### config.mk
export PLATFORM = sky130hd
export DESIGN_NAME = ebp_controller
export DESIGN_NICKNAME = d
export VERILOG_FILES = /design/src/rtl/ebp_pkg.sv /design/src/rtl/ebp_controller.sv
export SDC_FILE = /design/constraint.sdc
export NUM_CORES = 1
export LEC_CHECK = 0
export ABC_CLOCK_PERIOD_IN_PS = 1800
export BUFFER_PORTS_ARGS = -buffer_cell sky130_fd_sc_hd__clkbuf_2
export CAP_MARGIN = 20
export CELL_PAD_IN_SITES_DETAIL_PLACEMENT = 1
export CELL_PAD_IN_SITES_GLOBAL_PLACEMENT = 1
export CORE_ASPECT_RATIO = 1.2
export CORE_MARGIN = 10
export CORE_UTILIZATION = 30
export DETAILED_ROUTE_END_ITERATION = 10
export PLACE_DENSITY_LB_ADDON = 0.1
export SETUP_SLACK_MARGIN = 0.4
export SLEW_MARGIN = 20
export SYNTH_ARGS = -nofsm -noshare
export SYNTH_HDL_FRONTEND = slang
export SYNTH_SLANG_ARGS = --single-unit
### constraint.sdc
create_clock -name clk -period 1.8 [get_ports clk]
set_clock_uncertainty 0.05 [all_clocks]
set_input_delay 0.18 -clock clk [delete_from_list [all_inputs] [get_ports clk]]
set_output_delay 0.18 -clock clk [all_outputs]
set_load 0.05 [all_outputs]
### src/rtl/ebp_pkg.sv
package ebp_pkg;

  typedef logic [1:0] status_t;

  localparam status_t ST_OK  = 2'd0;
  localparam status_t ST_FEW = 2'd1;
  localparam status_t ST_INV = 2'd2;

  typedef struct packed {
    logic    load;
    logic    clamp;
    logic    mul1;
    logic    mul2;
    logic    init;
    logic    next_axis;
    logic    pass_start;
    logic    pop;
    logic    split;
    logic    push_low;
    logic    emit_start;
    logic    emit_read;
    logic    emit_next;
    logic    part_load;
    logic    err_load;
    status_t err_code;
  } dp_cmd_t;

  typedef struct packed {
    logic inverted;
    logic few;
    logic fill_done;
    logic axis_on;
    logic pass_done;
    logic push_done;
    logic out_last;
  } dp_sts_t;

endpackage

### src/rtl/ebp_controller.sv
module ebp_controller (
  input  logic              clk,
  input  logic              rst,
  input  logic              in_valid,
  output logic              in_ready,
  output logic              out_valid,
  input  logic              out_ready,
  input  ebp_pkg::dp_sts_t  sts,
  output ebp_pkg::dp_cmd_t  cmd
);
  import ebp_pkg::*;

  typedef enum logic [3:0] {
    S_IDLE, S_CHECK, S_MUL1, S_MUL2, S_CMP, S_PASS, S_POP, S_SPLIT, S_PUSHL,
    S_EREAD, S_EWAIT, S_OUT
  } state_t;

  state_t state;
  state_t state_next;

  always_comb begin
    cmd = '0;
    cmd.err_code = ST_OK;
    state_next = state;
    unique case (state)
      S_IDLE: begin
        if (in_valid && in_ready) begin
          cmd.load = 1'b1;
          state_next = S_CHECK;
        end
      end
      S_CHECK: begin
        if (sts.inverted) begin
          cmd.err_load = 1'b1;
          cmd.err_code = ST_INV;
          state_next = S_OUT;
        end else begin
          cmd.clamp = 1'b1;
          state_next = S_MUL1;
        end
      end
      S_MUL1: begin
        cmd.mul1 = 1'b1;
        state_next = S_MUL2;
      end
      S_MUL2: begin
        cmd.mul2 = 1'b1;
        state_next = S_CMP;
      end
      S_CMP: begin
        if (sts.few) begin
          cmd.err_load = 1'b1;
          cmd.err_code = ST_FEW;
          state_next = S_OUT;
        end else begin
          cmd.init = 1'b1;
          state_next = S_PASS;
        end
      end
      S_PASS: begin
        if (sts.fill_done) begin
          cmd.emit_start = 1'b1;
          state_next = S_EREAD;
        end else if (!sts.axis_on) begin
          cmd.next_axis = 1'b1;
        end else begin
          cmd.pass_start = 1'b1;
          state_next = S_POP;
        end
      end
      S_POP: begin
        cmd.pop = 1'b1;
        state_next = S_SPLIT;
      end
      S_SPLIT: begin
        cmd.split = 1'b1;
        state_next = S_PUSHL;
      end
      S_PUSHL: begin
        cmd.push_low = 1'b1;
        if (sts.push_done) begin
          cmd.emit_start = 1'b1;
          state_next = S_EREAD;
        end else if (sts.pass_done) begin
          cmd.next_axis = 1'b1;
          state_next = S_PASS;
        end else begin
          state_next = S_POP;
        end
      end
      S_EREAD: begin
        cmd.emit_read = 1'b1;
        state_next = S_EWAIT;
      end
      S_EWAIT: begin
        cmd.part_load = 1'b1;
        state_next = S_OUT;
      end
      S_OUT: begin
        if (out_ready) begin
          if (sts.out_last) begin
            state_next = S_IDLE;
          end else begin
            cmd.emit_next = 1'b1;
            state_next = S_EREAD;
          end
        end
      end
      default: state_next = S_IDLE;
    endcase
  end

  always_ff @(posedge clk) begin
    if (rst) begin
      state <= S_IDLE;
      in_ready <= 1'b1;
      out_valid <= 1'b0;
    end else begin
      state <= state_next;
      in_ready <= (state_next == S_IDLE);
      out_valid <= (state_next == S_OUT);
    end
  end

endmodule

==> flow_summary.toml, run 1 <==
[status]
status = "stopped before the end"
lastStage = "clock tree synthesis"
error = "[ERROR DPL-0033] detailed placement checks failed during check placement."

[placed_design]
dpl.hpwl_um = 1980
dp_slack_ps = 67.2
gp_congestion = 0.819
io_buffer_count = 29

[yosys]
netlist.area_leader.share_pct = 20.5
synth_nets = 88
yosys_register_bits = 6
ys.warnings.count = 0
synth-seq-area-share_pct = 20.5
synth_cell_types = 37
synth_flop_cell = "dfxtp_1"
synth_edf_count = 0
synth_top_cell_by_area = "dfxtp_1"
synth.area.top_cells = "dfxtp_1 21%, nor2_1 8.3%, nand2b_1 7.5%, a21oi_1 6.0%, buf_2 4.3%"
async_flop_share_pct = 0
syn_inst = 77
netlist_area_sq_um = 586
syn_avg_cell_area_sq_um = 7.60

[clock_tree]
cts.htree.levels = 1
cts_buffers = 3
cts_num_sinks = 6
post_cts.repair.setup_buffers = 21
ctsHoldBuffers = 0
clockBufferDepth = 2
cts_root_buf = "clkbuf_4"
cts-resized-gates = 66

[floorplanning]
rows = 17
dieHeight_um = 68.4
fp.dieW_um = 60.3
ios = 30
start_util_pct = 31.6
[synth_stat cells (2+ instances only)]
master / instances
nor4_1: 2
nor2_1: 13
buf_2: 5
a21oi_1: 7
a32o_1: 2
nand2b_1: 7
dfxtp_1: 6
nor3_1: 4
nand2_1: 3
[cell families after synthesis]
group | synth area share, %
compound gates | 26.1
buf+inv | 6.84
flops | 20.5
simple gates | 46.6
[per-stage QoR]
step / hold WS, ps / std cells / utilization, % / cell area (sq um)
2_1_floorplan: 195 / 77 / - / 751
3_3_place_gp: 387 / 128 / 51.6 / 955
3_5_place_dp: 401 / 128 / 51.6 / 955
==> run 2: changes to the inputs <==
CELL_PAD_IN_SITES_DETAIL_PLACEMENT = unset   (was 1)
CELL_PAD_IN_SITES_GLOBAL_PLACEMENT = unset   (was 1)
CORE_AREA = 10 10 71 73   (was unset)
CORE_ASPECT_RATIO = unset   (was 1.2)
CORE_MARGIN = unset   (was 10)
CORE_UTILIZATION = unset   (was 30)
DIE_AREA = 0 0 81 83   (was unset)
PLACE_DENSITY_LB_ADDON = 0.15   (was 0.1)
SETUP_SLACK_MARGIN = unset   (was 0.4)
==> run 2 against run 1 <==
Net effect: the flow now finishes without violations; area after synthesis unchanged; synthesized cell count unchanged.
==> flow_summary.toml, run 2 <==
[worst_setup_path]
cp_top_family = "simple AND/OR/NAND/NOR gates"
cpPeakStageDelay_ps = 570
worstPathArrival_ps = 1540
cp-end-kind = "output pin"
slowest_stage = "or4b_4"
critPathMaxFanout = 5
path_cells = "or4b_4, inv_2, a32o_2, buf_12"
cp_data_required_time_ps = 1570
crit_buf_inv = 2
path_class = "flop to output pin"
critPathLaunchType = "flop"

[power]
switching_share_pct = 50.0
p_comb_share_pct = 73.6
ir_drop_uv = 384
power.density_mw_per_mm2 = 1640
p_switching_w = 0.000887
p_int_w = 0.000889
p_leak_nw = 0.473
p_total_w = 0.00178
clockPowerShare_pct = 11.4
p_seq_share_pct = 15.0

[floorplanning]
ios = 30
die-area_sq_mm = 0.00672
core_sq_mm = 0.00363
fp.dieW_um = 81
dieHeight_um = 83
start_util_pct = 16.1
rows = 22

[detailed_routing]
ant_nets = 0
via_per_inst = 4.42
via_count = 742
drt_wl_total_um = 2320
firstDrtPassIters = 4
dr.first_iter.drc_count = 33
wire_per_inst_um = 13.8
drc = 0

[yosys]
ys.warnings.count = 0
netlist_area_sq_um = 586
synth-seq-area-share_pct = 20.5
synth_edf_count = 0
synth_top_cell_by_area = "dfxtp_1"
netlist.area_leader.share_pct = 20.5
synth_nets = 88
synth_flop_cell = "dfxtp_1"
synth_cell_types = 37
synth.area.top_cells = "dfxtp_1 21%, nor2_1 8.3%, nand2b_1 7.5%, a21oi_1 6.0%, buf_2 4.3%"
ys_top_cells_by_count = "13 x nor2_1, 7 x a21oi_1, 7 x nand2b_1"
synth_most_common_cell = "nor2_1"
async_flop_share_pct = 0
syn_avg_cell_area_sq_um = 7.60
syn_inst = 77
yosys_register_bits = 6

[run]
max-cap-violations = 0

[sta]
hold_viol = 0
fin_crit_ps = 1770
tightest_slew_ps = 548
fmax_ghz = 0.564
finalSetupViolCount = 0
slew-limit-headroom_pct = 63.1
fin_crit_sh_pct = 98.6
finalMaxSlewViolations = 0
rsz0062_at_grt = "yes"

[layout]
top_register = "state"
final_core_util_pct = 29.8
seqCellArea_sq_um = 130
largest_register_ffs = 4
drive_above_1_share_pct = 60.0
multi_input_area_sq_um = 502
reg_top3 = "state (4), in_ready (1), out_valid (1)"
syn_to_final_growth_pct = 84.8
final_common_cell = "clkbuf_2"
n_antenna_cell = 0
mostFrequentLayoutCells = "26 x clkbuf_2, 14 x buf_4, 13 x nor2_1"
nFillCells = 403
fin_cells = 168
nNetsFinal = 133

[worst_hold_path]
hp-class = "primary input to flop"

[placed_design]
dp.cells = 164
io_buffer_count = 29
dpl.hpwl_um = 1950
gp_congestion = 0.837

[clock_tree]
insertion_delay_ps = 220
clockBufferDepth = 2
cts_num_sinks = 6
ctsHoldBuffers = 0
clk_pin_slew_worst_paths_ps = 40
tritoncts = "built"
cts.htree.levels = 1
cts_buffers = 3
cts_root_buf = "clkbuf_8"

[grt]
track_usage_pct = 6.71
grt_max_degree = 12
overflow = 0
antenna_found_initial = 0
grt_pass1_vias = 788
grt_pass1_wl_um = 3750

[status]
status = "finished, final reports clean"
[run 2: layout make-up]
class	count	share of cell area, %
clock buffer	3	3.82
inverter	2	0.694
multi-input combinational	63	46.4
sequential	6	12.0
tap	48	5.55
timing repair buffer	46	31.6
[run 2: cells by family (layout without fill, tap and decap cells)]
| logic type | after synthesis | after routing | synth area share, % |
|---|---|---|---|
| AOI/OAI and AO/OA | 19 | 19 | 26.1 |
| buffers and inverters | 8 | 51 | 6.84 |
| DFF | 6 | 6 | 20.5 |
| and+or+nand+nor | 44 | 44 | 46.6 |
[run 2: path summary, 6_finish.rpt]
kind                             from                   end  slack (ps)  cells after the start
setup / recovery  state[2]$_SDFF_PP0_               cmd[11]          30                      4
hold reg to reg   state[3]$_SDFF_PP0_   state[1]$_SDFF_PP0_         590                      3
setup reg to reg  state[1]$_SDFF_PP0_  out_valid$_SDFF_PP0_          30                      6
hold / removal                    rst   state[1]$_SDFF_PP0_         190                      2
[run 2: routing by layer]
layer	GRT usage [%]	share of wire, %	vias up
met1	7.95	42	344
li1	-	-	375
met4	2.97	2.2	0
met3	1.94	5.1	4
met5	0	0	-
met2	10.7	50	19
[run 2: power groups by stage]
| stage | sequential [W] | clock [W] | combinational [W] |
|---|---|---|---|
| CTS | 0.000261 | 0.000205 | 0.00126 |
| global placement | 0.000251 | 0 | 0.00125 |
| detailed placement | 0.000253 | 0 | 0.00124 |
| floorplan | 0.000262 | 0 | 0.000769 |
| global route | 0.000282 | 0.000212 | 0.00140 |
| finish | 0.000266 | 0.000203 | 0.00131 |
[run 2: per-stage QoR]
| stage | worst slack (ps) | hold WS [ps] | setup TNS (ps) | area [sq um] |
|---|---|---|---|---|
| final | 25.5 | 187 | 0 | 1080 |
| after global routing | -28.1 | 201 | -46.1 | 1080 |
| after CTS | -19.0 | 158 | -19.0 | 1040 |
| after detailed placement | -30.6 | 401 | -30.6 | 983 |
| after global placement | -41.6 | 378 | -46.7 | 983 |
| after floorplan | -268 | 199 | -775 | 633 |
[run 2: timing repair]
action                     CTS  global route
pin swaps                    1             4
setup endpoints to repair    6            11
cloned                       0             0
resized for setup            6             8
hold endpoints to repair     0             0
setup buffers                0             1
Power figures use the tool's default switching activity.
